## src/rtl/dinsu_pkg.sv

```systemverilog
// package: types, constants and helper functions for the danish id number scanner
package dinsu_pkg;

   localparam int OFFSET_BITS = 32;
   localparam int DIGIT_COUNT = 10;
   localparam int SUM_BITS    = 9;

   localparam logic [1:0] CSR_MOD11_ENABLE = 2'd0;
   localparam logic [1:0] CSR_SEPARATOR_A  = 2'd1;
   localparam logic [1:0] CSR_SEPARATOR_B  = 2'd2;

   localparam logic [7:0] RESET_SEPARATOR_A = 8'd45;
   localparam logic [7:0] RESET_SEPARATOR_B = 8'd32;

   localparam logic [7:0] CHAR_ZERO  = 8'h30;
   localparam logic [7:0] CHAR_THREE = 8'h33;
   localparam logic [7:0] CHAR_NINE  = 8'h39;

   // modulus 11 by reciprocal: q = (sum * MOD11_RECIP) >> MOD11_SHIFT, exact for sums up to 333
   localparam logic [8:0] MOD11_RECIP = 9'd373;
   localparam int         MOD11_SHIFT = 12;
   localparam logic [3:0] MOD11_BASE  = 4'd11;

   localparam logic [3:0] WEIGHTS [DIGIT_COUNT] = '{
      4'd4, 4'd3, 4'd2, 4'd7, 4'd6, 4'd5, 4'd4, 4'd3, 4'd2, 4'd1
   };

   typedef struct packed {
      logic [7:0] text_char;
      logic       text_end;
   } req_word_type;

   typedef struct packed {
      logic [39:0]            id_digits;
      logic [7:0]             separator_seen;
      logic [OFFSET_BITS-1:0] start_offset;
      logic [OFFSET_BITS-1:0] end_offset;
   } rsp_word_type;

   // boundary character: nul, whitespace or ascii punctuation
   function automatic logic is_boundary(input logic [7:0] c);
      logic ok;
      ok = (c == 8'd0) || (c == 8'd32) || (c >= 8'd9 && c <= 8'd13);
      ok = ok || (c >= 8'd33 && c <= 8'd47) || (c >= 8'd58 && c <= 8'd64);
      ok = ok || (c >= 8'd91 && c <= 8'd96) || (c >= 8'd123 && c <= 8'd126);
      return ok;
   endfunction

endpackage

```

## src/rtl/danish_id_number_scanner_unit.sv

```systemverilog
// top level: streaming danish personal number scanner with mod 11 check
//
// text enters one byte per word on the req_ channel (text_char, text_end).
// each recognised ten digit number leaves as one word on the rsp_ channel
// carrying its bcd digits, the separator used and its start and end offsets.
// a number is reported when the byte after its tenth digit arrives and is a
// boundary character, or with the tenth digit itself when that byte carries text_end.
// the deciding byte is taken into the input register, then its result into the
// result register, which drives rsp_valid. throughput: one byte per cycle, set
// by the single registered pass that updates the scan state, while no finished
// word is stalled by rsp_ready; the input register lets one more byte be taken
// while a finished word waits. when rsp_ready is low with a word held, the byte
// in the input register waits and req_ready drops once that register is full.
// the csr_ channel writes mod11_enable (0), separator_a (1), separator_b (2)
// and is always ready; write only while the scanner is idle.
// reset clears the scan state and offset counter and loads the register
// defaults (check on, separators '-' and ' '). text_end clears the scan
// state and offset counter after its byte.
module danish_id_number_scanner_unit (
   input  logic                  clock,
   input  logic                  reset,
   input  logic                  req_valid,
   output logic                  req_ready,
   input  dinsu_pkg::req_word_type req_data,
   output logic                  rsp_valid,
   input  logic                  rsp_ready,
   output dinsu_pkg::rsp_word_type rsp_data,
   input  logic                  csr_valid,
   output logic                  csr_ready,
   input  logic [1:0]            csr_index,
   input  logic [7:0]            csr_data
);
   import dinsu_pkg::*;

   localparam logic [3:0] PHASE_IDLE     = 4'd0;
   localparam logic [3:0] PHASE_DAY_LO   = 4'd1;
   localparam logic [3:0] PHASE_MONTH_HI = 4'd2;
   localparam logic [3:0] PHASE_MONTH_LO = 4'd3;
   localparam logic [3:0] PHASE_DATE_END = 4'd4;
   localparam logic [3:0] PHASE_YEAR_LO  = 4'd5;
   localparam logic [3:0] PHASE_SEP      = 4'd6;
   localparam logic [3:0] PHASE_SERIAL_2 = 4'd7;
   localparam logic [3:0] PHASE_SERIAL_3 = 4'd8;
   localparam logic [3:0] PHASE_LAST     = 4'd9;

   // configuration
   logic       mod11_enable_ff;
   logic [7:0] separator_a_ff;
   logic [7:0] separator_b_ff;

   // input register
   logic         in_valid_ff;
   req_word_type in_word_ff;

   // scan state
   logic [3:0]             scan_phase_ff, scan_phase_in;
   logic [7:0]             prior_char_ff, prior_char_in;
   logic [3:0]             digit_store_ff [DIGIT_COUNT];
   logic [3:0]             digit_store_in [DIGIT_COUNT];
   logic [7:0]             held_separator_ff, held_separator_in;
   logic                   separator_allowed_ff, separator_allowed_in;
   logic                   leap_required_ff, leap_required_in;
   logic                   match_pending_ff, match_pending_in;
   logic [OFFSET_BITS-1:0] begin_offset_ff, begin_offset_in;
   logic [OFFSET_BITS-1:0] char_position_ff, char_position_in;

   // result register
   logic         rsp_valid_ff;
   rsp_word_type rsp_word_ff, rsp_word_in;
   logic         emit_now;

   logic       advance;
   logic [7:0] c;
   logic       last;
   logic       char_is_num;
   logic [3:0] d;
   logic [3:0] lo;
   logic [3:0] hi;
   logic [4:0] month;
   logic [6:0] year;
   logic [SUM_BITS-1:0] weighted_sum;
   logic [SUM_BITS+8:0] quot_product;
   logic [SUM_BITS-1:0] quot;
   logic [SUM_BITS-1:0] remainder;
   logic [39:0]         bcd_now;
   logic [39:0]         bcd_last;
   logic                tail_nonzero;
   logic                number_ok;
   logic                feb;
   logic                long_month;

   assign advance   = in_valid_ff && (!rsp_valid_ff || rsp_ready);
   assign req_ready = !in_valid_ff || advance;
   assign rsp_valid = rsp_valid_ff;
   assign rsp_data  = rsp_word_ff;
   assign csr_ready = 1'b1;

   assign c           = in_word_ff.text_char;
   assign last        = in_word_ff.text_end;
   assign char_is_num = (c >= CHAR_ZERO) && (c <= CHAR_NINE);
   assign d           = char_is_num ? 4'(c - CHAR_ZERO) : 4'd0;

   // candidate number with the tenth digit taken from this byte
   always_comb begin
      weighted_sum = '0;
      bcd_now      = '0;
      bcd_last     = '0;
      for (int i = 0; i < DIGIT_COUNT; i++) begin
         bcd_now  = {bcd_now[35:0], digit_store_ff[i]};
         if (i == DIGIT_COUNT - 1) begin
            bcd_last     = {bcd_last[35:0], d};
            weighted_sum = weighted_sum + SUM_BITS'(d * WEIGHTS[i]);
         end else begin
            bcd_last     = {bcd_last[35:0], digit_store_ff[i]};
            weighted_sum = weighted_sum + SUM_BITS'(digit_store_ff[i] * WEIGHTS[i]);
         end
      end
   end

   assign quot_product = (SUM_BITS+9)'(weighted_sum) * (SUM_BITS+9)'(MOD11_RECIP);
   assign quot         = SUM_BITS'(quot_product >> MOD11_SHIFT);
   assign remainder    = weighted_sum - SUM_BITS'(quot * MOD11_BASE);
   assign tail_nonzero = (digit_store_ff[6] | digit_store_ff[7] | digit_store_ff[8] | d) != 4'd0;
   assign number_ok    = tail_nonzero && (!mod11_enable_ff || remainder == '0);

   // date checks on the fourth digit; the year is taken from the fifth and sixth
   assign month      = 5'(digit_store_ff[2] * 4'd10) + 5'(d);
   assign feb        = (month == 5'd2);
   assign long_month = (month > 5'd7 && !month[0]) || (month < 5'd8 && month[0]);
   assign year       = 7'(digit_store_ff[4] * 4'd10) + 7'(digit_store_ff[5]);

   always_comb begin
      scan_phase_in        = scan_phase_ff;
      prior_char_in        = c;
      digit_store_in       = digit_store_ff;
      held_separator_in    = held_separator_ff;
      separator_allowed_in = separator_allowed_ff;
      leap_required_in     = leap_required_ff;
      match_pending_in     = 1'b0;
      begin_offset_in      = begin_offset_ff;
      char_position_in     = char_position_ff + OFFSET_BITS'(1);
      emit_now             = 1'b0;
      lo                   = 4'd0;
      hi                   = 4'd9;
      rsp_word_in.id_digits      = bcd_now;
      rsp_word_in.separator_seen = held_separator_ff;
      rsp_word_in.start_offset   = begin_offset_ff;
      rsp_word_in.end_offset     = char_position_ff - OFFSET_BITS'(1);

      // number waiting for its trailing byte
      if (match_pending_ff && is_boundary(c)) begin
         emit_now = 1'b1;
      end

      case (scan_phase_ff)
         PHASE_IDLE: begin
            if (is_boundary(prior_char_ff) && c >= CHAR_ZERO && c <= CHAR_THREE) begin
               digit_store_in[0]    = d;
               begin_offset_in      = char_position_ff;
               held_separator_in    = 8'd0;
               separator_allowed_in = 1'b0;
               scan_phase_in        = PHASE_DAY_LO;
            end
         end
         PHASE_SEP: begin
            if (separator_allowed_ff && (c == separator_a_ff || c == separator_b_ff)) begin
               held_separator_in    = c;
               separator_allowed_in = 1'b0;
            end else if (!char_is_num) begin
               scan_phase_in = PHASE_IDLE;
            end else begin
               digit_store_in[6] = d;
               scan_phase_in     = PHASE_SERIAL_2;
               if (leap_required_ff &&
                   ((d < 4'd4 && year == 7'd0) || year[1:0] != 2'd0)) begin
                  scan_phase_in = PHASE_IDLE;
               end
            end
         end
         PHASE_LAST: begin
            scan_phase_in = PHASE_IDLE;
            if (char_is_num) begin
               digit_store_in[9] = d;
               if (number_ok) begin
                  if (last) begin
                     emit_now                   = 1'b1;
                     rsp_word_in.id_digits      = bcd_last;
                     rsp_word_in.end_offset     = char_position_ff;
                  end else begin
                     match_pending_in = 1'b1;
                  end
               end
            end
         end
         PHASE_DAY_LO, PHASE_MONTH_HI, PHASE_MONTH_LO, PHASE_DATE_END, PHASE_YEAR_LO,
         PHASE_SERIAL_2, PHASE_SERIAL_3: begin
            if (scan_phase_ff == PHASE_DAY_LO) begin
               if (digit_store_ff[0] == 4'd0) begin
                  lo = 4'd1;
               end else if (digit_store_ff[0] == 4'd3) begin
                  hi = 4'd1;
               end
            end else if (scan_phase_ff == PHASE_MONTH_HI) begin
               hi = 4'd1;
            end else if (scan_phase_ff == PHASE_MONTH_LO) begin
               if (digit_store_ff[2] == 4'd0) begin
                  lo = 4'd1;
               end else begin
                  hi = 4'd2;
               end
            end else if (scan_phase_ff == PHASE_YEAR_LO) begin
               if (digit_store_ff[4] == 4'd0) begin
                  lo = 4'd1;
               end
            end
            if (!char_is_num || d < lo || d > hi) begin
               scan_phase_in = PHASE_IDLE;
            end else begin
               digit_store_in[scan_phase_ff] = d;
               scan_phase_in                 = scan_phase_ff + 4'd1;
               if (scan_phase_ff == PHASE_MONTH_LO) begin
                  // day is 30 or 31 exactly when the first digit is 3
                  leap_required_in = 1'b0;
                  if (feb) begin
                     leap_required_in = (digit_store_ff[0] == 4'd2) &&
                                        (digit_store_ff[1] == 4'd9);
                     if (digit_store_ff[0] == 4'd3) begin
                        scan_phase_in = PHASE_IDLE;
                     end
                  end else if (digit_store_ff[0] == 4'd3 && digit_store_ff[1] == 4'd1 &&
                               !long_month) begin
                     scan_phase_in = PHASE_IDLE;
                  end
               end
               if (scan_phase_ff == PHASE_YEAR_LO) begin
                  separator_allowed_in = 1'b1;
               end
            end
         end
         default: begin
            scan_phase_in = PHASE_IDLE;
         end
      endcase

      if (last) begin
         scan_phase_in        = PHASE_IDLE;
         prior_char_in        = 8'd0;
         held_separator_in    = 8'd0;
         separator_allowed_in = 1'b0;
         leap_required_in     = 1'b0;
         match_pending_in     = 1'b0;
         begin_offset_in      = '0;
         char_position_in     = '0;
         for (int i = 0; i < DIGIT_COUNT; i++) begin
            digit_store_in[i] = 4'd0;
         end
      end
   end

   // configuration registers
   always_ff @(posedge clock) begin
      if (reset) begin
         mod11_enable_ff <= 1'b1;
         separator_a_ff  <= RESET_SEPARATOR_A;
         separator_b_ff  <= RESET_SEPARATOR_B;
      end else if (csr_valid) begin
         case (csr_index)
            CSR_MOD11_ENABLE: mod11_enable_ff <= csr_data[0];
            CSR_SEPARATOR_A:  separator_a_ff  <= csr_data;
            CSR_SEPARATOR_B:  separator_b_ff  <= csr_data;
            default: begin
            end
         endcase
      end
   end

   // input register
   always_ff @(posedge clock) begin
      if (reset) begin
         in_valid_ff <= 1'b0;
      end else if (req_ready) begin
         in_valid_ff <= req_valid;
      end
      if (req_ready && req_valid) begin
         in_word_ff <= req_data;
      end
   end

   // scan state
   always_ff @(posedge clock) begin
      if (reset) begin
         scan_phase_ff        <= PHASE_IDLE;
         prior_char_ff        <= 8'd0;
         held_separator_ff    <= 8'd0;
         separator_allowed_ff <= 1'b0;
         leap_required_ff     <= 1'b0;
         match_pending_ff     <= 1'b0;
         begin_offset_ff      <= '0;
         char_position_ff     <= '0;
         for (int i = 0; i < DIGIT_COUNT; i++) begin
            digit_store_ff[i] <= 4'd0;
         end
      end else if (advance) begin
         scan_phase_ff        <= scan_phase_in;
         prior_char_ff        <= prior_char_in;
         held_separator_ff    <= held_separator_in;
         separator_allowed_ff <= separator_allowed_in;
         leap_required_ff     <= leap_required_in;
         match_pending_ff     <= match_pending_in;
         begin_offset_ff      <= begin_offset_in;
         char_position_ff     <= char_position_in;
         digit_store_ff       <= digit_store_in;
      end
   end

   // result register
   always_ff @(posedge clock) begin
      if (reset) begin
         rsp_valid_ff <= 1'b0;
      end else if (advance) begin
         rsp_valid_ff <= emit_now;
      end else if (rsp_ready) begin
         rsp_valid_ff <= 1'b0;
      end
      if (advance && emit_now) begin
         rsp_word_ff <= rsp_word_in;
      end
   end

endmodule
```

## config.mk

```make
export PLATFORM = sky130hd
export DESIGN_NAME = danish_id_number_scanner_unit
export DESIGN_NICKNAME = d
export VERILOG_FILES = /design/src/rtl/dinsu_pkg.sv /design/src/rtl/danish_id_number_scanner_unit.sv
export SDC_FILE = /design/constraint.sdc
export NUM_CORES = 1
export LEC_CHECK = 0
export BUFFER_PORTS_ARGS = -buffer_cell sky130_fd_sc_hd__buf_4
export CAP_MARGIN = 20
export CORE_ASPECT_RATIO = 0.5
export CORE_MARGIN = 5
export CORE_UTILIZATION = 61
export DETAILED_ROUTE_END_ITERATION = 6
export GPL_TIMING_DRIVEN = 0
export MAX_ROUTING_LAYER = met4
export PLACE_DENSITY = 0.91
export SYNTH_ARGS = -nofsm -noshare
export SYNTH_HDL_FRONTEND = slang
export SYNTH_SLANG_ARGS = --single-unit
```

## constraint.sdc

```tcl
create_clock -name clock -period 21.9 [get_ports clock]
set_input_delay 2.19 -clock clock [delete_from_list [all_inputs] [get_ports clock]]
set_output_delay 2.19 -clock clock [all_outputs]
set_load 0.005 [all_outputs]
```

==> impl_results.md, run 1 <==
- CP max stage delay: approximately 0.8 ns
- Setup WS pre-CTS: between 6 and 7 ns
- Drt wl/cell: a little under 20 um
- Crit path time final: approximately 16 ns
- LEAKAGE: a little under 8 nW
- Hold buffer count at CTS: 0
- Antenna diodes: 0
- Ys Warns: 0
- Post-route cell area: between 0.015 and 0.02 sq mm
- Slew Viols, Final: 0
- H-tree levels: 1
- Worst slew pin tran: approximately 1.0 ns
- Clock power share: between 40% and 50%
- Switching pwr: 0.2317 mW
- Top FF cell, synth: dfxtp_1
- Total Routing Usage GR: between 20% and 30%
- Row count: between 40 and 50
- Routed wire length: ~40000 um
- Root Driver: clkbuf_16
- Share of post-route cells with drive strength above 1: approximately an eighth
- Clk_skew: about 0.021 ns
- Final TNS setup: 0 ns
- FF-to-FF path depth: between 50 and 60
- Setup Crit Path Kind: flip-flop to flip-flop
- Number of global-route vias before repair: 11820
- First DRT Iteration DRCs: roughly 1200
- Final Util: 71.33%
- Critical Path Stages: 51
- First-pass GRT wire length: about 63000 um
- TritonCTS Sinks: 267
- Layout area overhead: 14.74%
- Clock-pin slew on the worst setup and hold paths: approximately 0.070 ns
- Worst-Skew Late Latency: 0.55 ns
- Asr flop ratio synth: 0%
- Core footprint: about 0.025 sq mm
- Vias/cell: slightly below 6
- Max frequency: 63.37 MHz
- Fin. Hold Viols: 0
- Area occupied by multi-input gates: 0.008215 sq mm
- Worst IR Drop VDD: roughly 0.000051 V
- CP required: between 20 and 25 ns
- CTS tree: yes
- Initial antenna violation count: 0
- DIE AREA: 0.02928 sq mm
- Hold Crit Depth: 0
- Register area: between 0.006 and 0.007 sq mm
- Crit path launch type: flip-flop
- Crit-path most repeated cell: fa_1
- Cell Area, Placed: about 0.017 sq mm
- Detail Placement HPWL: 30260 um
- Number of routed nets with antenna violations: 0
- Cell-internal power: roughly 0.77 mW
- Comb pwr share: approximately 5.7%
- RSZ-0062 raised after global routing: false
- Postcts setup bufs: 0
- Final #Nets: 1909
- Sequential area share after synthesis: 41.70%
- Min Hold Slack: about 0.43 ns
- Syn Area/Cell: 10.39 sq um
- Post-CTS Resized: 0
- Number of fill cells: between 1500 and 2000
- Via count: 11930
- Residual DRC: 0
- Slowest-stage cell, CP: a21oi_4
- Post-Syn Nets: 1744
- Die width: 237.0 um
- CP delay by family, top: adder cells
- Clock tree buffer depth: 3
- Die Span Y: about 120 um
- Placer Congestion: approximately 0.97
- Period utilization: between 70 and 80%
- CTS Buf Count: 24
- Starting Density: about 62%
- Max Cap Violations: 0
- #FFs+latches synth: 267
- I/O pin count: 139
- Hold Path Class: flip-flop to flip-flop
- Normalized max-slew margin: a little under a third
- Worst Path Arrival: between 15 and 20 ns
- Sequential share of power: between 50% and 60%
- Crit end category: flip-flop
- Worst Path Buf+Inv: 11
- Syn Inst Count: about 1500
- Power per cell area: 55.80 mW/mm^2
- Final setup vio count: 0
- CP Max Fanout: 31
- Pin count of the biggest net entering global routing: 35
- Outcome: finished clean
- Port Buf Inserts: 136
- DR pass1 iterations: 6
- Worst Slack Setup Final: 6.120 ns
- GRT Residual Overflow: 0
- Post-Syn Area: between 0.015 and 0.02 sq mm
- EDFF count, synth: between 100 and 150
- Yosys cell types: 83
- Switching share of power: roughly 23%
worst paths after layout:
check                                           from            to  slack [ns]
worst max register to register                  c[2]  rsp_data[96]        6.12
worst min-delay path            held_separator_ff[3]  rsp_data[67]        0.43
worst max-delay path                            c[2]  rsp_data[96]        6.12
worst min register to register  held_separator_ff[3]  rsp_data[67]        0.43
layer usage:
layer	GRT usage [%]	vias to the layer above	part of all wire, %
met1	35.73	5731	40
met4	9.870	0	4.0
met3	4.992	134	8.9
met5	-	-	0
li1	-	5460	-
met2	46.02	609	47
worst register-to-register path: cells and delay by family (launching register included):
kind / cells / cell delay (ns)
compound gates: 12 / 3.65
xor+xnor: 4 / 0.94
fa+ha+maj: 16 / 7.26
buf+inv: 11 / 1.18
flops: 1 / 0.50
simple gates: 8 / 1.91
per-stage QoR:
stage / total power, mW / std cells
6_report: 1.007 / 2040
5_1_grt: 1.036 / 2040
4_1_cts: 1.007 / 2040
3_5_place_dp: 0.5901 / 1996
3_3_place_gp: 0.5882 / 1993
2_1_floorplan: 0.5715 / 1513
Yosys cell counts (all sizes together), types with 32 or more instances:
| cell type | instances | area share [%] |
|---|---|---|
| inv | 180 | 4.3 |
| nor2 | 173 | 4.1 |
| dfxtp | 146 | 19 |
| ha | 124 | 9.9 |
| edfxtp | 121 | 23 |
| fa | 83 | 11 |
| xnor2 | 78 | 4.6 |
| a21oi | 62 | 2.1 |
| nand2 | 61 | 1.5 |
| a22oi | 60 | 2.9 |
| clkbuf | 53 | 1.3 |
| o21ai | 39 | 1.2 |
| xor2 | 34 | 1.9 |
| nand3 | 32 | 1.0 |
state kept, by name (all words and copies together) (netlist names), 4 cells and up:
name / flops
begin_offset_ff: 32
separator_a_ff: 8
bcd_last: 36
prior_char_ff: 8
held_separator_ff: 8
c: 8
separator_b_ff: 8
bcd_now: 4
rsp_data: 112
char_position_ff: 32
scan_phase_ff: 4
power groups by stage:
stage | clock network (mW) | logic, mW | registers (mW)
floorplan | 0 | 0.0373 | 0.534
global placement | 0 | 0.0530 | 0.535
detailed placement | 0 | 0.0548 | 0.535
CTS | 0.428 | 0.0553 | 0.524
global route | 0.451 | 0.0610 | 0.524
finish | 0.425 | 0.0570 | 0.524
cell type report:
cell class	instances	area share, %
plain buffers	67	1.567
repair buffers	139	5.993
flip-flops and latches	267	36.34
multi-input cells	998	45.54
clock buffers	33	3.801
inverters	181	3.766
clock inverters	11	0.6034
well taps	344	2.386
placed cells by master, fill, tap and decap left out, types with 11 or more instances in the layout:
cell type and n:
nand2_1 60, xor2_1 34, a21oi_1 59, and2_1 11, nor2b_1 16, mux2i_1 24, clkbuf_1 58, nor3_1 16
or3_1 16, dfxtp_1 146, nand3_1 32, and3_1 14, fa_1 83, edfxtp_1 121, nand4_1 16, nand3b_1 12
xnor2_1 75, a22oi_1 60, clkbuf_16 25, nor2_1 172, buf_4 137, inv_1 179, o21ai_0 32, ha_1 124
nand2b_1 25
cells by family (layout without fill, tap and decap cells):
kind of cell / count (synthesis) / count (layout) / share of synthesized area (%)
and+or+nand+nor: 425 / 425 / 13.65
DFF: 267 / 267 / 41.70
buffers and inverters: 248 / 431 / 6.120
AOI/OAI and AO/OA: 223 / 223 / 9.605
adders and majority gates: 209 / 209 / 20.56
xor gates and xnor gates: 112 / 112 / 6.454
muxes: 28 / 28 / 1.886
other: 1 / 1 / 0.02385
No activity file was read; power rests on OpenSTA's default activity.
==> inputs of run 2 (changes only) <==
- CORE_UTILIZATION: 61 -> 55
- PLACE_DENSITY: 0.91 -> 0.87
- clock period: 21.9 -> 13.4 ns (I/O delays scaled with it)
==> run 2 against run 1 <==
The run now ends with negative setup slack left. Maximum frequency rose by 18%. Global-route usage fell by 4.0 points. Power rose by 69%. Sequential share of layout area fell by 1.6 points. Largest power group unchanged.
==> impl_results.md, run 2 (synthesis gave the netlist of run 1 again) <==
- Outcome: finished with violations
- Failing checks: negative setup slack
- Max Cap Violations: 0
- Placer Congestion: 0.9478
- CP required: roughly 14 ns
- Switching pwr: about 0.38 mW
- Crit end category: flip-flop
- Port Buf Inserts: 136
- Sequential share of power: between 50 and 60%
- Clk_skew: 0.04739 ns
- Top Usage Layer GRT: met2
- Commonest non-fill, non-tap cells in the layout: inv_1, nor2_1, buf_4
- Crit-path most repeated cell: fa_1
- I/O pin count: between 100 and 150
- Total Routing Usage GR: between 20% and 30%
- Dpl cells: just over 2000
- Row count: 43
- First-pass GRT wire length: around 61000 um
- Antenna diodes: 0
- Residual DRC: 0
- Power per cell area: 90.00 mW/mm^2
- Final #Nets: 1938
- Vias/cell: slightly below 6
- DR pass1 iterations: 6
- Die width: approximately 250 um
- Clock tree buffer depth: 3
- Normalized max-slew margin: a little under a third
- Worst slew pin tran: between 1 and 1.5 ns
- Setup Crit Path Kind: flip-flop to flip-flop
- Pin count of the biggest net entering global routing: 34
- TritonCTS Sinks: 267
- M3 GR Usage: approximately 5%
- Via count: 12250
- Slew Viols, Final: 0
- Crit path launch type: flip-flop
- Starting Density: between 50% and 60%
- Hold Path Class: flip-flop to flip-flop
- Die Span Y: ~130 um
- CP Max Fanout: 16
- Met1 Use GR: between 30% and 40%
- LEAKAGE: slightly below 8 nW
- Crit path time final: 13.41 ns
- Number of routed nets with antenna violations: 0
- Number of fill cells: 1890
- Largest register FFs: between 100 and 150
- Drt wl/cell: between 15 and 20 um
- Detail Placement HPWL: around 29000 um
- Worst IR Drop VDD: between 0.00006 and 0.00007 V
- Final Util: between 60% and 70%
- Final setup vio count: 35
- Worst Slack Setup Final: -0.01008 ns
- Switching share of power: a little under a quarter
- CTS tree: yes
- Cell-internal power: approximately 1.3 mW
- Max frequency: around 75 MHz
- Slowest-stage cell, CP: fa_1
- Layout area overhead: 20.11%
- Routed wire length: 41220 um
- Worst Path Arrival: roughly 14 ns
- Initial antenna violation count: 0
- Root Driver: clkbuf_16
- Worst-Skew Late Latency: 0.56 ns
- Min Hold Slack: between 0.4 and 0.5 ns
- GRT Residual Overflow: 0
- FF-to-FF setup slack: -0.01 ns
- Number of global-route vias before repair: roughly 11000
- Period utilization: 100.1%
- Setup WS pre-CTS: -0.6554 ns
- Fin. Hold Viols: 0
- Grt met2 use: between 30 and 40%
- CP max stage delay: just under 0.6 ns
- H-tree levels: 1
- Share of post-route cells with drive strength above 1: 17.51%
- Clock-pin slew on the worst setup and hold paths: ~0.070 ns
- Clock power share: 43.7%
- Commonest non-fill, non-tap cell in the layout: inv_1
- CTS Buf Count: 24
- Hold buffer count at CTS: 0
- Comb pwr share: roughly 5.9%
- Core footprint: ~0.028 sq mm
- Final std cells w/o fill: 2107
- First DRT Iteration DRCs: between 1000 and 1500
- DIE AREA: 0.03227 sq mm
-- run 2: cell count changes in the layout (fill, tap and decap cells not counted), sizes merged --
cell      change
bufinv        +3
buf          +25
clkinv        -4
clkbuf        +2
a21oi         +1
clkinvlp      +2
-- run 2: area by class of cell --
cell class	instances	area, sq um	share of cell area, %
sequential	267	6569	34.78
clock buffer	32	661.9	3.505
multi-input combinational	999	8615	45.62
timing repair buffer	169	1416	7.500
clock inverter	12	171.4	0.9077
tap	382	478.0	2.531
inverter	181	684.4	3.624
buffer	65	289.0	1.531
-- run 2: routing by layer --
| metal | vias to the layer above | wire length (um) |
|---|---|---|
| met1 | 5925 | 16140 |
| met5 | - | 0 |
| met4 | 0 | 1453 |
| met2 | 655 | 19620 |
| met3 | 137 | 4000 |
| li1 | 5529 | - |
-- run 2: power groups by stage --
stage	logic [mW]	registers, mW	clock network (mW)
finish	0.0996	0.857	0.743
global route	0.106	0.857	0.781
CTS	0.0915	0.857	0.740
detailed placement	0.0903	0.875	0
global placement	0.0885	0.875	0
floorplan	0.0622	0.873	0
-- run 2: worst paths after layout --
path	cells after the start	startpoint	endpoint
setup / recovery	51	c[7]	rsp_data[24]
hold / removal	0	begin_offset_ff[2]	rsp_data[34]
setup reg to reg	51	c[7]	rsp_data[24]
hold reg to reg	0	begin_offset_ff[2]	rsp_data[34]
-- run 2: critical path: cells and delay by family, from the launching register on --
family	cells	cell delay, ns
AOI/OAI and AO/OA	12	2.36
DFF	1	0.52
buffers and inverters	11	1.14
and+or+nand+nor	9	1.54
adders and majority gates	16	6.93
xor gates and xnor gates	3	0.55
-- run 2: repair_timing --
action,4_1_cts,5_1_grt
gates resized for setup,7,43
endpoints found under the setup margin,112,143
pin swaps,1,15
buffers inserted,2,25
cloned,1,4
-- run 2: stage by stage --
stage	cell area (sq um)	setup TNS (ns)	total power, mW
floorplan	15910	-27.61	0.9352
global placement	17400	-210.38	0.9632
detailed placement	17460	-50.66	0.9651
CTS	18360	0	1.688
global route	18880	-55.20	1.744
finish	18880	-0.1912	1.700
==> inputs of run 3 (changes only) <==
- CELL_PAD_IN_SITES_DETAIL_PLACEMENT: not set -> 0
- CELL_PAD_IN_SITES_GLOBAL_PLACEMENT: not set -> 1
- CORE_UTILIZATION: 55 -> 43
==> run 3 against run 2 <==
The flow now finishes without violations. Non-clock buffer count is 8 lower. Cell count grew 4.6%. Cell area shrank 0.75%. Sequential cell count is the same. Clock power shrank 5.9%. Sequential share of layout area grew 0.24 points. Highest routed layer unchanged.
==> impl_results.md, run 3 (synthesis gave the netlist of run 1 again) <==
- Outcome: finished clean
- Largest register FFs: approximately 110
- Port Buf Inserts: ~140
- Max Cap Violations: 0
- Clk_skew: 0.01758 ns
- Setup WS pre-CTS: -0.5762 ns
- Commonest non-fill, non-tap cell in the layout: inv_1
- DR pass1 iterations: 5
- CP required: ~14 ns
- Crit path launch type: flip-flop
- Row count: just under 50
- Pin count of the biggest net entering global routing: 34
- Placer Congestion: around 0.9
- Initial antenna violation count: 0
- Final #Nets: 1931
- Residual DRC: 0
- LEAKAGE: 7.845 nW
- Starting Density: a little over two fifths
- Share of post-route cells with drive strength above 1: 16.46%
- Clock-pin slew on the worst setup and hold paths: ~0.070 ns
- Commonest non-fill, non-tap cells in the layout: inv_1, nor2_1, buf_4
- Final TNS setup: 0 ns
- H-tree levels: 1
- Clock tree buffer depth: 3
- First DRT Iteration DRCs: roughly 770
- Number of fill cells: approximately 3200
- I/O pin count: between 100 and 150
- Total Routing Usage GR: between 10% and 20%
- CTS Buf Count: 25
- Hold Path Class: flip-flop to flip-flop
- Antenna diodes: 0
- Fin. Hold Viols: 0
- Via count: about 11000
- Die Span Y: 145.2 um
- CP Max Fanout: 16
- Core footprint: 0.03599 sq mm
- Number of global-route vias before repair: between 10000 and 15000
- TritonCTS Sinks: 267
- CTS tree: yes
- First-pass GRT wire length: ~61000 um
- Number of routed nets with antenna violations: 0
- Power per cell area: 88.16 mW/mm^2
- Setup Crit Path Kind: flip-flop to flip-flop
- Vias/cell: between 5 and 6
- Slew Viols, Final: 0
- Crit path time final: between 10 and 15 ns
- Normalized max-slew margin: 39.06%
- Worst Path Arrival: ~13 ns
- Root Driver: clkbuf_16
- Detail Placement HPWL: just under 30000 um
- Crit-path most repeated cell: fa_1
- Slowest-stage cell, CP: fa_1
- GRT Residual Overflow: 0
- RSZ-0062 raised after global routing: true
- Die width: about 280 um
- Worst IR Drop VDD: about 0.000084 V
- Routed wire length: 39160 um
- Final setup vio count: 0
- Worst Slack Setup Final: around 0.5 ns
- Worst-Skew Late Latency: approximately 0.55 ns
- Worst slew pin tran: 0.9077 ns
- Period utilization: a little over nine tenths
- Crit end category: flip-flop
- DIE AREA: 0.04072 sq mm
- Max frequency: 77.47 MHz
- Drt wl/cell: around 18 um
- Layout area overhead: 19.21%
- CP max stage delay: 0.55 ns
run 3: cell count changes in the layout (fill, tap and decap cells not counted), moves of 3 or more:
cell,previous run,this run
buf_4,159,153
bufinv_16,4,1
ha_4,8,5
ha_1,113,117
run 3: path summary, 6_finish.rpt:
| kind | cells after the start | slack [ns] | endpoint | start |
|---|---|---|---|---|
| min reg2reg | 0 | 0.42 | rsp_data[66] | held_separator_ff[2] |
| max | 48 | 0.49 | rsp_data[26] | c[6] |
| max reg2reg | 48 | 0.49 | rsp_data[26] | c[6] |
| min | 0 | 0.42 | rsp_data[66] | held_separator_ff[2] |
run 3: cell type report:
class | instances | area [sq um] | share of cell area [%]
inverter | 181 | 681.9 | 3.638
tap | 484 | 605.6 | 3.231
sequential | 267 | 6564 | 35.02
clock buffer | 37 | 701.9 | 3.745
clock inverter | 9 | 78.83 | 0.4206
multi-input combinational | 999 | 8519 | 45.45
timing repair buffer | 161 | 1305 | 6.963
buffer | 65 | 286.5 | 1.529
run 3: power by group:
group	total (mW)	switching [mW]	internal [mW]
registers	0.857	0.00564	0.852
logic	0.0964	0.0613	0.0351
clock network	0.699	0.315	0.384
run 3: through the flow:
step	cell area [sq um]	instances	util, %	power [mW]	hold WS, ns
CTS	18400	2185	51.12	1.660	0.4253
global route	18740	2203	52.08	1.711	0.4283
finish	18740	2203	52.08	1.652	0.4231
detailed placement	17590	2136	48.88	0.9671	0.4167
global placement	17530	2133	48.72	0.9663	0.4165
floorplan	15910	1513	-	0.9352	0.4080
run 3: worst max-delay path: cells and delay by family, from the launching register on:
family	cells	cell delay [ns]
flops	1	0.37
compound gates	10	2.04
fa+ha+maj	16	6.67
buf+inv	10	1.03
xor+xnor	4	0.72
simple gates	8	1.74
run 3: metal layers:
metal / vias up / GRT usage (%) / wire [um]
met3: 55 / 2.713 / 2095
met4: 0 / 3.350 / 686
li1: 5514 / - / -
met5: - / - / 0
met1: 5558 / 26.97 / 18440
met2: 257 / 30.28 / 17930
run 3: timing repair:
action,CTS,global route
gates resized for setup,2,28
gates cloned,1,3
endpoints found under the setup margin,112,142
setup buffers,2,15
pin swaps,1,8
hold buffers,0,0
